File: config.mk
export PLATFORM = sky130hd
export DESIGN_NAME = frame_receive_checker_crc8_seq4_unit_flat
export DESIGN_NICKNAME = d
export VERILOG_FILES = /design/src/frck_pkg.sv /design/src/frck_if.sv /design/src/frck_front.sv /design/src/frck_queue.sv /design/src/frck_back.sv /design/src/frame_receive_checker_crc8_seq4_unit.sv /design/src/flat_wrapper.sv
export SDC_FILE = /design/constraint.sdc
export NUM_CORES = 1
export LEC_CHECK = 0
export BUFFER_PORTS_ARGS = -buffer_cell sky130_fd_sc_hd__buf_2
export CORE_AREA = 2 2 122 124
export DETAILED_ROUTE_END_ITERATION = 16
export DIE_AREA = 0 0 124 126
export PLACE_DENSITY = 0.82
export SYNTH_ARGS = -nofsm -noshare
export SYNTH_HDL_FRONTEND = slang
export SYNTH_SLANG_ARGS = --single-unit
File: constraint.sdc
create_clock -name clk -period 4.5 [get_ports clk]
set_input_delay 0 -clock clk [delete_from_list [all_inputs] [get_ports clk]]
set_output_delay 0 -clock clk [all_outputs]
set_load 0.005 [all_outputs]
File: src/frck_pkg.sv
// frck_pkg: shared types, codes and the crc-8 step for the frame receive checker
// no dependencies; used by all checker modules and the bench

package frck_pkg;

  localparam int unsigned CFG_INDEX_W = 1;
  localparam int unsigned CFG_DATA_W  = 8;

  localparam logic [CFG_INDEX_W-1:0] CFG_IDX_POLY      = 1'b0;
  localparam logic [CFG_INDEX_W-1:0] CFG_IDX_OWN_TYPE  = 1'b1;

  localparam logic [7:0] POLY_RESET      = 8'h07;
  localparam logic [3:0] OWN_TYPE_RESET  = 4'h0;
  localparam logic [3:0] ACC_SEQ_RESET   = 4'hf;
  localparam logic [7:0] CRC_TOP_BIT     = 8'h80;

  typedef enum logic [1:0] {
    VERDICT_ACCEPT   = 2'd0,
    VERDICT_DROP     = 2'd1,
    VERDICT_NACK_CRC = 2'd2,
    VERDICT_NACK_SEQ = 2'd3
  } verdict_t;

  // one finished frame waiting for its verdict
  typedef struct packed {
    logic [7:0] crc;
    logic [3:0] fseq;
    logic [3:0] ftype;
    logic [7:0] rcrc;
  } q_entry_t;

  typedef struct packed {
    logic     valid;
    q_entry_t entry;
  } q_push_t;

  typedef struct packed {
    logic     valid;
    q_entry_t entry;
  } q_head_t;

  // msb-first crc-8 over one byte, unrolled
  function automatic logic [7:0] crc8_update(input logic [7:0] crc, input logic [7:0] data,
                                             input logic [7:0] poly);
    logic [7:0] v;
    v = crc ^ data;
    for (int k = 0; k < 8; k++) begin
      if ((v & CRC_TOP_BIT) != 8'h00) begin
        v = {v[6:0], 1'b0} ^ poly;
      end else begin
        v = {v[6:0], 1'b0};
      end
    end
    return v;
  endfunction

endpackage

File: src/frck_if.sv
// frck_in_if / frck_out_if: valid-ready channels for received words and verdicts
// depends on nothing; field widths follow the checker's word layout

interface frck_in_if;
  logic       valid;
  logic       ready;
  logic [7:0] payload_byte;
  logic       first_byte;
  logic       last_byte;
  logic       empty_frame;
  logic [3:0] frame_seq;
  logic [3:0] frame_type;
  logic [7:0] received_crc;

  modport source(output valid, output payload_byte, output first_byte, output last_byte,
                 output empty_frame, output frame_seq, output frame_type,
                 output received_crc, input ready);
  modport sink(input valid, input payload_byte, input first_byte, input last_byte,
               input empty_frame, input frame_seq, input frame_type,
               input received_crc, output ready);
endinterface

interface frck_out_if;
  logic       valid;
  logic       ready;
  logic [1:0] verdict;
  logic [3:0] nack_seq;
  logic [7:0] computed_crc;

  modport source(output valid, output verdict, output nack_seq, output computed_crc,
                 input ready);
  modport sink(input valid, input verdict, input nack_seq, input computed_crc,
               output ready);
endinterface

File: src/frck_front.sv
// frck_front: takes received words, keeps the running crc and queues finished frames
// depends on frck_pkg and frck_in_if

module frck_front (
  input  logic                                clk,
  input  logic                                rst_n,
  frck_in_if.sink                             in_if,
  input  logic                                cfg_we,
  input  logic [frck_pkg::CFG_INDEX_W-1:0]    cfg_index,
  input  logic [frck_pkg::CFG_DATA_W-1:0]     cfg_wdata,
  input  logic                                q_full,
  output frck_pkg::q_push_t                   q_push
);

  logic [7:0] crc_r;
  logic [7:0] crc_nxt;
  logic [7:0] poly_r;
  logic [7:0] crc_base;
  logic [7:0] crc_new;
  logic       accept;

  assign in_if.ready = !q_full;
  assign accept      = in_if.valid && in_if.ready;

  always_comb begin
    crc_base = in_if.first_byte ? 8'h00 : crc_r;
    crc_new  = in_if.empty_frame ? crc_base
                                 : frck_pkg::crc8_update(crc_base, in_if.payload_byte, poly_r);
    crc_nxt  = crc_r;
    if (accept) begin
      crc_nxt = in_if.last_byte ? 8'h00 : crc_new;
    end
  end

  always_comb begin
    q_push.valid       = accept && in_if.last_byte;
    q_push.entry.crc   = crc_new;
    q_push.entry.fseq  = in_if.frame_seq;
    q_push.entry.ftype = in_if.frame_type;
    q_push.entry.rcrc  = in_if.received_crc;
  end

  always_ff @(posedge clk) begin
    if (!rst_n) begin
      crc_r  <= 8'h00;
      poly_r <= frck_pkg::POLY_RESET;
    end else begin
      crc_r <= crc_nxt;
      if (cfg_we && cfg_index == frck_pkg::CFG_IDX_POLY) begin
        poly_r <= cfg_wdata[7:0];
      end
    end
  end

`ifndef NO_ASSERTIONS
  a_crc_cleared_after_frame: assert property (@(posedge clk) disable iff (!rst_n)
    accept && in_if.last_byte |=> crc_r == 8'h00)
    else $error("running crc not cleared after last word");

  a_no_push_when_full: assert property (@(posedge clk) disable iff (!rst_n)
    q_full |-> !q_push.valid)
    else $error("frame queued while queue full");
`endif

endmodule

File: src/frck_queue.sv
// frck_queue: small fifo of finished frames between front and back
// depends on frck_pkg

module frck_queue #(
  parameter int unsigned DEPTH = 4
) (
  input  logic              clk,
  input  logic              rst_n,
  input  frck_pkg::q_push_t push,
  input  logic              pop,
  output logic              full,
  output frck_pkg::q_head_t head
);

  localparam int unsigned PTR_W = (DEPTH > 1) ? $clog2(DEPTH) : 1;
  localparam int unsigned CNT_W = $clog2(DEPTH + 1);

  frck_pkg::q_entry_t mem_r [DEPTH];
  logic [PTR_W-1:0]   wr_ptr_r;
  logic [PTR_W-1:0]   rd_ptr_r;
  logic [CNT_W-1:0]   cnt_r;
  logic               do_pop;

  assign full       = cnt_r == CNT_W'(DEPTH);
  assign head.valid = cnt_r != '0;
  assign head.entry = mem_r[rd_ptr_r];
  assign do_pop     = pop && head.valid;

  function automatic logic [PTR_W-1:0] ptr_inc(input logic [PTR_W-1:0] p);
    return (p == PTR_W'(DEPTH - 1)) ? '0 : p + 1'b1;
  endfunction

  always_ff @(posedge clk) begin
    if (push.valid) begin
      mem_r[wr_ptr_r] <= push.entry;
    end
  end

  always_ff @(posedge clk) begin
    if (!rst_n) begin
      wr_ptr_r <= '0;
      rd_ptr_r <= '0;
      cnt_r    <= '0;
    end else begin
      if (push.valid) begin
        wr_ptr_r <= ptr_inc(wr_ptr_r);
      end
      if (do_pop) begin
        rd_ptr_r <= ptr_inc(rd_ptr_r);
      end
      if (push.valid && !do_pop) begin
        cnt_r <= cnt_r + 1'b1;
      end else if (do_pop && !push.valid) begin
        cnt_r <= cnt_r - 1'b1;
      end
    end
  end

`ifndef NO_ASSERTIONS
  a_cnt_bounded: assert property (@(posedge clk) disable iff (!rst_n)
    cnt_r <= CNT_W'(DEPTH))
    else $error("queue count beyond depth");
`endif

endmodule

File: src/frck_back.sv
// frck_back: gives the verdict for each queued frame and holds the sequence state
// depends on frck_pkg and frck_out_if

module frck_back (
  input  logic                                clk,
  input  logic                                rst_n,
  input  logic                                cfg_we,
  input  logic [frck_pkg::CFG_INDEX_W-1:0]    cfg_index,
  input  logic [frck_pkg::CFG_DATA_W-1:0]     cfg_wdata,
  input  frck_pkg::q_head_t                   head,
  output logic                                pop,
  frck_out_if.source                          out_if
);

  logic [3:0]         own_type_r;
  logic [3:0]         acc_seq_r;
  logic [3:0]         acc_seq_nxt;
  logic [3:0]         tx_seq_r;
  logic [3:0]         tx_seq_nxt;
  logic               out_valid_r;
  logic [1:0]         verdict_r;
  logic [3:0]         nack_seq_r;
  logic [7:0]         crc_out_r;
  frck_pkg::verdict_t verdict;
  logic [3:0]         nack_seq;

  assign pop = head.valid && (!out_valid_r || out_if.ready);

  always_comb begin
    verdict     = frck_pkg::VERDICT_ACCEPT;
    nack_seq    = 4'h0;
    acc_seq_nxt = acc_seq_r;
    tx_seq_nxt  = tx_seq_r;
    priority if (head.entry.fseq == acc_seq_r || head.entry.ftype == own_type_r) begin
      verdict = frck_pkg::VERDICT_DROP;
    end else if (head.entry.crc != head.entry.rcrc) begin
      verdict    = frck_pkg::VERDICT_NACK_CRC;
      nack_seq   = tx_seq_r;
      tx_seq_nxt = tx_seq_r + 4'd1;
    end else if (head.entry.fseq != acc_seq_r + 4'd1) begin
      verdict    = frck_pkg::VERDICT_NACK_SEQ;
      nack_seq   = tx_seq_r;
      tx_seq_nxt = tx_seq_r + 4'd1;
    end else begin
      verdict     = frck_pkg::VERDICT_ACCEPT;
      acc_seq_nxt = head.entry.fseq;
    end
  end

  always_ff @(posedge clk) begin
    if (pop) begin
      verdict_r  <= verdict;
      nack_seq_r <= nack_seq;
      crc_out_r  <= head.entry.crc;
    end
  end

  always_ff @(posedge clk) begin
    if (!rst_n) begin
      own_type_r  <= frck_pkg::OWN_TYPE_RESET;
      acc_seq_r   <= frck_pkg::ACC_SEQ_RESET;
      tx_seq_r    <= 4'h0;
      out_valid_r <= 1'b0;
    end else begin
      if (cfg_we && cfg_index == frck_pkg::CFG_IDX_OWN_TYPE) begin
        own_type_r <= cfg_wdata[3:0];
      end
      if (pop) begin
        acc_seq_r   <= acc_seq_nxt;
        tx_seq_r    <= tx_seq_nxt;
        out_valid_r <= 1'b1;
      end else if (out_if.ready) begin
        out_valid_r <= 1'b0;
      end
    end
  end

  assign out_if.valid        = out_valid_r;
  assign out_if.verdict      = verdict_r;
  assign out_if.nack_seq     = nack_seq_r;
  assign out_if.computed_crc = crc_out_r;

`ifndef NO_ASSERTIONS
  a_nack_bumps_tx: assert property (@(posedge clk) disable iff (!rst_n)
    pop && (verdict == frck_pkg::VERDICT_NACK_CRC || verdict == frck_pkg::VERDICT_NACK_SEQ)
    |=> tx_seq_r == $past(tx_seq_r) + 4'd1)
    else $error("transmit sequence not advanced on nack");

  a_accept_sets_last: assert property (@(posedge clk) disable iff (!rst_n)
    pop && verdict == frck_pkg::VERDICT_ACCEPT |=> acc_seq_r == $past(head.entry.fseq))
    else $error("last accepted sequence not updated");
`endif

endmodule

File: src/frame_receive_checker_crc8_seq4_unit.sv
// frame_receive_checker_crc8_seq4_unit: top level of the stop-and-wait frame receive checker
// depends on frck_pkg, frck_if, frck_front, frck_queue and frck_back
//
// Takes one received word per cycle while in_if.ready is high; a word that does not end a
// frame causes no output, the last word of a frame yields one verdict (accept, drop, nack
// bad crc, nack bad sequence) with the nack sequence and the computed crc. The front updates
// the crc in one combinational step per word and queues each finished frame in a queue of
// QUEUE_DEPTH entries; the back pops one frame per cycle into an output register while that
// register is empty or being taken, and the verdict is offered on out_if from that register
// and taken at an edge when the output side is ready. in_if.ready drops only when the
// queue is full. Configuration (index 0 polynomial, index 1 own frame type) must be written
// through cfg_we while the block is idle; the block itself does not enforce this.

module frame_receive_checker_crc8_seq4_unit #(
  parameter int unsigned QUEUE_DEPTH = 4
) (
  input  logic                                clk,
  input  logic                                rst_n,
  frck_in_if.sink                             in_if,
  frck_out_if.source                          out_if,
  input  logic                                cfg_we,
  input  logic [frck_pkg::CFG_INDEX_W-1:0]    cfg_index,
  input  logic [frck_pkg::CFG_DATA_W-1:0]     cfg_wdata
);

  frck_pkg::q_push_t q_push;
  frck_pkg::q_head_t q_head;
  logic              q_full;
  logic              q_pop;

  frck_front u_front (
    .clk       (clk),
    .rst_n     (rst_n),
    .in_if     (in_if),
    .cfg_we    (cfg_we),
    .cfg_index (cfg_index),
    .cfg_wdata (cfg_wdata),
    .q_full    (q_full),
    .q_push    (q_push)
  );

  frck_queue #(
    .DEPTH (QUEUE_DEPTH)
  ) u_queue (
    .clk   (clk),
    .rst_n (rst_n),
    .push  (q_push),
    .pop   (q_pop),
    .full  (q_full),
    .head  (q_head)
  );

  frck_back u_back (
    .clk       (clk),
    .rst_n     (rst_n),
    .cfg_we    (cfg_we),
    .cfg_index (cfg_index),
    .cfg_wdata (cfg_wdata),
    .head      (q_head),
    .pop       (q_pop),
    .out_if    (out_if)
  );

endmodule

File: src/flat_wrapper.sv
// flat-port wrapper written by rule: the top's interface ports become plain ports
module frame_receive_checker_crc8_seq4_unit_flat 
#(
  parameter int unsigned QUEUE_DEPTH = 4
)
  (clk, rst_n, cfg_we, cfg_index, cfg_wdata, in_if_valid, in_if_payload_byte, in_if_first_byte, in_if_last_byte, in_if_empty_frame, in_if_frame_seq, in_if_frame_type, in_if_received_crc, in_if_ready, out_if_valid, out_if_verdict, out_if_nack_seq, out_if_computed_crc, out_if_ready);
  frck_in_if in_if_i ();
  frck_out_if out_if_i ();
  input  logic clk;
  input  logic rst_n;
  input  logic cfg_we;
  input  logic [frck_pkg::CFG_INDEX_W-1:0] cfg_index;
  input  logic [frck_pkg::CFG_DATA_W-1:0] cfg_wdata;
  input wire logic [$bits(in_if_i.valid)-1:0] in_if_valid;
  input wire logic [$bits(in_if_i.payload_byte)-1:0] in_if_payload_byte;
  input wire logic [$bits(in_if_i.first_byte)-1:0] in_if_first_byte;
  input wire logic [$bits(in_if_i.last_byte)-1:0] in_if_last_byte;
  input wire logic [$bits(in_if_i.empty_frame)-1:0] in_if_empty_frame;
  input wire logic [$bits(in_if_i.frame_seq)-1:0] in_if_frame_seq;
  input wire logic [$bits(in_if_i.frame_type)-1:0] in_if_frame_type;
  input wire logic [$bits(in_if_i.received_crc)-1:0] in_if_received_crc;
  output wire logic [$bits(in_if_i.ready)-1:0] in_if_ready;
  output wire logic [$bits(out_if_i.valid)-1:0] out_if_valid;
  output wire logic [$bits(out_if_i.verdict)-1:0] out_if_verdict;
  output wire logic [$bits(out_if_i.nack_seq)-1:0] out_if_nack_seq;
  output wire logic [$bits(out_if_i.computed_crc)-1:0] out_if_computed_crc;
  input wire logic [$bits(out_if_i.ready)-1:0] out_if_ready;
  assign in_if_i.valid = in_if_valid;
  assign in_if_i.payload_byte = in_if_payload_byte;
  assign in_if_i.first_byte = in_if_first_byte;
  assign in_if_i.last_byte = in_if_last_byte;
  assign in_if_i.empty_frame = in_if_empty_frame;
  assign in_if_i.frame_seq = in_if_frame_seq;
  assign in_if_i.frame_type = in_if_frame_type;
  assign in_if_i.received_crc = in_if_received_crc;
  assign in_if_ready = in_if_i.ready;
  assign out_if_valid = out_if_i.valid;
  assign out_if_verdict = out_if_i.verdict;
  assign out_if_nack_seq = out_if_i.nack_seq;
  assign out_if_computed_crc = out_if_i.computed_crc;
  assign out_if_i.ready = out_if_ready;
  frame_receive_checker_crc8_seq4_unit #(.QUEUE_DEPTH(QUEUE_DEPTH)) u_core (.clk(clk), .rst_n(rst_n), .in_if(in_if_i), .out_if(out_if_i), .cfg_we(cfg_we), .cfg_index(cfg_index), .cfg_wdata(cfg_wdata));
endmodule
==> summary.md, run 1 <==
| Metric | Value |
|---|---|
| EDFF count, synth | 110 |
| Final GP Congestion | 0.9840 |
| CTS tree | done |
| Cell count after synthesis | 650 |
| Setup violators final | 0 |
| Setup ws final | 0.07070 ns |
| WL per Instance | 20.29 um |
| Antenna-violating nets left | 0 |
| Post-route DRC | 0 |
| Clk pin slew, worst setup/hold paths | 0.06 ns |
| Core area | 14310 um2 |
| Hold Crit Class | in2reg |
| Die Width | 124 um |
| Finished Cell Area | 9752 um2 |
| Syn nets | 700 |
| DR pass1 iterations | 6 |
| Vias per cell | 6.062 |
| Critical Path RT | 4.64 ns |
| Leakage power | 3.549 nW |
| Seq/Total Area, Yosys | 0.5221 |
| Peak supply drop | 0.0002968 V |
| Synth area leader | edfxtp_1 |
| Most used DFF post-synth | edfxtp_1 |
| Post-Route WL | 19780 um |
| Total power per unit cell area | 494.5 nW/um2 |
| Via count | 5910 |
| Synth async-reset ratio | 0 |
| GRT Total Usage | 0.2540 |
| Rows | 44 |
| I/O pins | 57 |
| Starting Density | 0.5438 |
| Slew Limit Fails | 0 |
| Synthesis-to-layout area growth | 25.29% |
| Final cell count without fillers | 975 |
| First DRT Iteration DRCs | 526 |
| Synth unique cells | 79 |
| Setup crit start kind | flip-flop |
| Final Core Density | 0.6813 |
| Ant. Diodes | 0 |
| Status | finished, final reports clean |
| Fmax | 225.8 MHz |
| Synth Register Bits | 148 |
| GRT overflow | 0 |
| Post-placement worst setup slack | -0.03936 ns |
| Endpoints failing hold | 0 |
| Worst-margin pin slew | 1.348 ns |
| Worst Path Arrival | 4.57 ns |
| Critical path type | reg2reg |
| Clock tree buffer depth | 2 |
| # port buffers | 56 |
| Yosys top cell area share | 0.4244 |
| # clock sinks | 148 |
| Die area | 15620 um2 |
| Global-route wire length before repair | 30290 um |
| Min Tclk post-route | 4.429 ns |
| Hold_ws | 0.05031 ns |
| Synth Area per Inst | 11.97 um2 |
| Total Power | 4.822 mW |
| Mapped Area | 7784 um2 |
| Total CTS buffers | 17 |
| RSZ-0062 raised after global routing | yes |
| Worst setup EP type | flip-flop |
| Post-Place Cells | 899 |
| Clk_lat worst skew | 0.41 ns |
| Initial antenna violation count | 0 |
| Period utilization | 0.9843 |
| Ranking of synthesized cells by area | edfxtp_1, dfxtp_1, mux4_2 |
| Max-cap violations | 0 |
| Worst clock skew | 0.009500 ns |
| DP HPWL | 12850 um |
| Nets | 828 |
| Die span in y | 126 um |
| CTS root buf | clkbuf_16 |
| Vias in the first global route | 5949 |
| Slew HR | 0.09383 |
| Share of layout cells above drive strength 1 | 0.2908 |
| Crit path max fanout | 5 |
| Pin count of the biggest net entering global routing | 39 |
| Ys Warns | 0 |
| Sum Neg Setup Slack | 0 ns |
| Dpl cell area | 8499 um2 |
| H-tree levels | 4 |
==> flip-flops by register name (all words and copies together), names as in the netlist, 3 cells and up, named ones only <==
name                               flops
u_core.u_back.tx_seq_r                 4
u_core.u_back.out_if.nack_seq          4
u_core.u_front.crc_r                   8
u_core.u_back.out_if.computed_crc      8
u_core.u_queue.mem_r                  96
u_core.u_back.own_type_r               4
u_core.u_queue.cnt_r                   3
u_core.u_front.poly_r                  8
u_core.u_back.acc_seq_r                4
==> power by group <==
| group | internal (mW) | leakage [nW] | switching [mW] | total, mW |
|---|---|---|---|---|
| sequential | 1.69 | 1.32 | 0.101 | 1.79 |
| combinational | 0.745 | 1.94 | 0.831 | 1.58 |
| clock | 0.927 | 0.289 | 0.531 | 1.46 |
| total | 3.36 | 3.55 | 1.46 | 4.82 |
==> what timing repair did <==
item	CTS	global route
endpoints found under the setup margin	14	33
buffers inserted	3	12
hold buffers	28	0
pin swaps	4	24
cloned	0	1
hold endpoints to repair	77	0
gates resized for setup	3	44
==> cells in the final DEF, fill, tap and decap left out, types with 4 or more instances in the layout <==
master	instances
edfxtp_1	110
nand2_1	87
buf_4	58
buf_2	56
xnor2_1	45
dfxtp_1	37
dlygate4sd3_1	28
mux4_2	24
a21oi_1	23
nand3_1	19
clkbuf_16	17
inv_1	16
nor2_1	15
a21boi_0	14
nor3_1	12
mux2i_1	12
and2_1	10
o21ai_0	10
nand2b_1	9
nor2b_1	9
ha_1	8
xnor2_2	7
xor2_1	7
nand4_1	7
and3_1	7
o31ai_1	6
o21a_1	6
nor3_4	5
or3_1	5
a31oi_1	5
o22ai_1	4
o31a_1	4
a32oi_1	4
bufinv_16	4
==> cells by family (layout without fill, tap and decap cells) <==
family,after synthesis,after routing,share of synthesized area
mux,40,40,0.09018
flops,148,148,0.5221
simple gates,211,212,0.1389
buf+inv,55,195,0.02910
fa+ha+maj,9,9,0.01543
xor+xnor,65,65,0.08198
compound gates,122,122,0.1223
==> synthesized netlist by cell type, drive strengths merged, types with 5 or more instances <==
| cell | number |
|---|---|
| dfxtp | 38 |
| nor2 | 17 |
| and3 | 7 |
| or3 | 5 |
| xnor2 | 52 |
| clkbuf | 24 |
| a21boi | 15 |
| a21oi | 26 |
| inv | 16 |
| a31oi | 5 |
| xor2 | 10 |
| nor3 | 19 |
| buf | 14 |
| nand3 | 20 |
| o21ai | 15 |
| mux4 | 24 |
| o31ai | 7 |
| mux2i | 15 |
| nand2 | 87 |
| o21a | 7 |
| a32oi | 5 |
| nand4 | 7 |
| ha | 8 |
| nor2b | 9 |
| edfxtp | 110 |
| nand2b | 10 |
| and2 | 10 |
==> layout make-up <==
class | count | area (um2)
multi-input combinational | 448 | 3729
clock inverter | 13 | 181.4
inverter | 17 | 63.81
clock buffer | 19 | 432.9
timing repair buffer | 146 | 1050
sequential | 148 | 4065
fill | 980 | 4562
tap | 184 | 230.2
==> worst max-delay path, stage by stage, from the launching register on <==
cell	delay, ns
dfxtp_2	0.35
or3b_4	0.40
buf_4	0.16
a211oi_1	0.34
a311oi_2	0.13
xnor2_2	0.34
o31a_1	0.34
buf_6	0.15
nor3_4	0.04
a32oi_1	0.22
o21ai_2	0.11
xor2_2	0.21
and4_4	0.22
buf_4	0.13
or4_4	0.55
nand3_1	0.16
xnor2_2	0.16
mux2i_2	0.14
==> metal layers <==
metal	GRT usage	vias to the layer above	wire, um
met3	0.04076	64	1290
met5	0	-	0
li1	-	2690	-
met2	0.4460	278	10340
met4	0.1249	0	728
met1	0.2989	2878	7419
==> worst paths after layout <==
kind,start,endpoint,slack [ns],cells after the start
worst max-delay path,u_core.u_front.crc_r[7]$_SDFFE_PN0P_,u_core.u_queue.mem_r[2][20]$_DFFE_PP_,0.07,17
worst min-delay path,rst_n,u_core.u_back.acc_seq_r[0]$_SDFFE_PN1P_,0.05,2
worst max register to register,u_core.u_front.crc_r[7]$_SDFFE_PN0P_,u_core.u_queue.mem_r[2][20]$_DFFE_PP_,0.07,17
worst min register to register,u_core.u_back.own_type_r[2]$_SDFFE_PN0P_,u_core.u_back.own_type_r[2]$_SDFFE_PN0P_,0.50,2
Power figures use the tool's default switching activity.
==> run 2: changes to the inputs <==
--- a/config.mk
+++ b/config.mk
@@ -6,10 +6,10 @@
 export NUM_CORES = 1
 export LEC_CHECK = 0
 export BUFFER_PORTS_ARGS = -buffer_cell sky130_fd_sc_hd__buf_2
-export CORE_AREA = 2 2 122 124
+export CORE_AREA = 2 2 165 167
 export DETAILED_ROUTE_END_ITERATION = 16
-export DIE_AREA = 0 0 124 126
-export PLACE_DENSITY = 0.82
+export DIE_AREA = 0 0 167 169
+export PLACE_DENSITY = 0.52
 export SYNTH_ARGS = -nofsm -noshare
 export SYNTH_HDL_FRONTEND = slang
 export SYNTH_SLANG_ARGS = --single-unit
==> summary.md, run 2 (synthesized netlist as in run 1, its figures left out) <==
| Metric | Value |
|---|---|
| Most common cell after layout, fill and taps aside | edfxtp_1 |
| Synthesis-to-layout area growth | 29.82% |
| Dpl cell area | 8840 um2 (+4.0%) |
| First DRT Iteration DRCs | 303 (-42%) |
| Crit path max fanout | 6 (+1) |
| Worst-margin pin slew | 0.6868 ns (-0.6609 ns) |
| Die area | 28220 um2 (+81%) |
| Post-Route WL | 19250 um (-2.7%) |
| Share of layout cells above drive strength 1 | 0.3255 (+0.03469) |
| Largest register FFs | 96 (unchanged) |
| Total power per unit cell area | 462.0 nW/um2 (-6.6%) |
| Final GP Congestion | 0.8408 (-15%) |
| Status | finished, final reports clean |
| Clk pin slew, worst setup/hold paths | 0.06 ns (about the same) |
| Vias per cell | 4.864 (-20%) |
| Worst setup EP type | flip-flop |
| Starting Density | 0.2937 (-0.2501) |
| Leakage power | 3.613 nW (+1.8%) |
| Die Width | 167 um (+35%) |
| Setup crit start kind | flip-flop |
| Largest register by flop count | u_core.u_queue.mem_r |
| Pin count of the biggest net entering global routing | 39 (unchanged) |
| Critical path type | reg2reg |
| Rows | 60 (+36%) |
| Total CTS buffers | 17 (unchanged) |
| Post-placement worst setup slack | -0.1013 ns (-0.06193 ns) |
| DR pass1 iterations | 5 (-1) |
| Nets | 842 (+1.7%) |
| Setup ws final | 0.04500 ns (-0.02569 ns) |
| Global-route wire length before repair | 29930 um (-1.2%) |
| RSZ-0062 raised after global routing | yes |
| Post-route DRC | 0 (unchanged) |
| GRT overflow | 0 (unchanged) |
| Worst clock skew | 0.009798 ns (+0.0002982 ns) |
| Vias in the first global route | 5389 (-9.4%) |
| Via count | 5574 (-5.7%) |
| Initial antenna violation count | 0 (unchanged) |
| Hold Crit Class | in2reg |
| Total Power | 4.668 mW (-3.2%) |
| Period utilization | 0.9900 (+0.005709) |
| Core area | 26500 um2 (+85%) |
| Ant. Diodes | 0 (unchanged) |
| Slew HR | 0.5421 (+0.4483) |
| # port buffers | 56 (unchanged) |
| Max-cap violations | 0 (unchanged) |
| Critical Path RT | 4.81 ns (+0.17 ns) |
| CTS tree | done |
| I/O pins | 57 (unchanged) |
| Clk_lat worst skew | 0.42 ns (about the same) |
| # clock sinks | 148 (unchanged) |
| Slew Limit Fails | 0 (unchanged) |
| H-tree levels | 4 (unchanged) |
| Clock tree buffer depth | 2 (unchanged) |
| Antenna-violating nets left | 0 (unchanged) |
| GRT Total Usage | 0.1359 (-0.1180) |
| Commonest cells after routing, fill and taps aside | edfxtp_1, nand2_1, buf_4, buf_2, xnor2_1 |
| Setup violators final | 0 (unchanged) |
| Peak supply drop | 0.0003119 V (+5.1%) |
| CTS root buf | clkbuf_16 |
| Min Tclk post-route | 4.455 ns (+0.02569 ns) |
| DP HPWL | 13440 um (+4.6%) |
| Endpoints failing hold | 0 (unchanged) |
| Sum Neg Setup Slack | 0 ns (unchanged) |
| Worst Path Arrival | 4.77 ns (+0.20 ns) |
| WL per Instance | 16.79 um (-17%) |
| Fmax | 224.5 MHz (-0.58%) |
| Die span in y | 169 um (+34%) |
| Finished Cell Area | 10100 um2 (+3.6%) |
-- run 2: cell types whose count changed in the layout (fill, tap and decap cells not counted), moves of 2 or more --
| cell | change |
|---|---|
| a21oi_2 | -2 |
| and3_2 | +2 |
| bufinv_16 | -4 |
| and3_1 | -2 |
| nor2_1 | -2 |
| dfxtp_2 | +2 |
| buf_4 | +13 |
| clkinvlp_4 | +2 |
| inv_6 | +2 |
| dfxtp_1 | -2 |
-- run 2: timing repair --
| action | CTS | global route |
|---|---|---|
| pin swaps | 6 | 24 |
| buffers inserted | 3 | 10 |
| gates cloned | 0 | 1 |
| endpoints found under the setup margin | 30 | 35 |
| hold endpoints to repair | 77 | 0 |
| hold buffers | 28 | 0 |
| gates resized for setup | 5 | 63 |
-- run 2: layer usage --
| metal | GRT usage | vias up | wire, um |
|---|---|---|---|
| met5 | 0 | - | 0 |
| met1 | 0.1895 | 2720 | 9229 |
| met3 | 0.03156 | 9 | 790 |
| met2 | 0.2161 | 116 | 9107 |
| li1 | - | 2729 | - |
| met4 | 0.02999 | 0 | 117 |
-- run 2: final cells by class --
class / count / area (um2)
well taps: 341 / 426.7
multi-input cells: 448 / 3846
inverters: 17 / 63.81
clock inverters: 13 / 98.84
clock buffers: 19 / 442.9
fillers: 2581 / 16400
repair buffers: 160 / 1159
flip-flops and latches: 148 / 4068
-- run 2: worst max-delay path, stage by stage (launching register included) --
cell and delay (ns):
dfxtp_2 0.34, or3b_4 0.42, a211oi_4 0.30, nor2_2 0.08, xnor3_2 0.43, a221oi_4 0.38, xor2_4 0.31, mux2i_4 0.33
o21ai_2 0.08, a32oi_2 0.21, xor2_2 0.11, or4_4 0.60, and4_1 0.20, o31a_1 0.32, a31o_1 0.23
-- run 2: worst paths after layout --
path	slack, ns	end	startpoint	cells past startpoint
hold reg to reg	0.50	u_core.u_back.own_type_r[2]$_SDFFE_PN0P_	u_core.u_back.own_type_r[2]$_SDFFE_PN0P_	2
setup / recovery	0.05	u_core.u_front.crc_r[3]$_SDFFE_PN0P_	u_core.u_front.crc_r[7]$_SDFFE_PN0P_	14
hold / removal	0.06	u_core.u_queue.wr_ptr_r[1]$_SDFFE_PN0P_	in_if_last_byte	4
setup reg to reg	0.05	u_core.u_front.crc_r[3]$_SDFFE_PN0P_	u_core.u_front.crc_r[7]$_SDFFE_PN0P_	14
-- run 2: stage by stage --
| step | util | instances | hold WS [ns] |
|---|---|---|---|
| global route | 0.3813 | 1146 | 0.07623 |
| global placement | 0.3336 | 1073 | 0.2223 |
| finish | 0.3813 | 1146 | 0.06362 |
| floorplan | - | 650 | 0.09887 |
| detailed placement | 0.3336 | 1073 | 0.2211 |
| CTS | 0.3662 | 1136 | 0.03866 |
-- run 2: where the power goes --
| group | switching [mW] | internal [mW] |
|---|---|---|
| registers | 0.128 | 1.69 |
| logic | 0.787 | 0.782 |
| clock network | 0.560 | 0.724 |
| total | 1.47 | 3.19 |
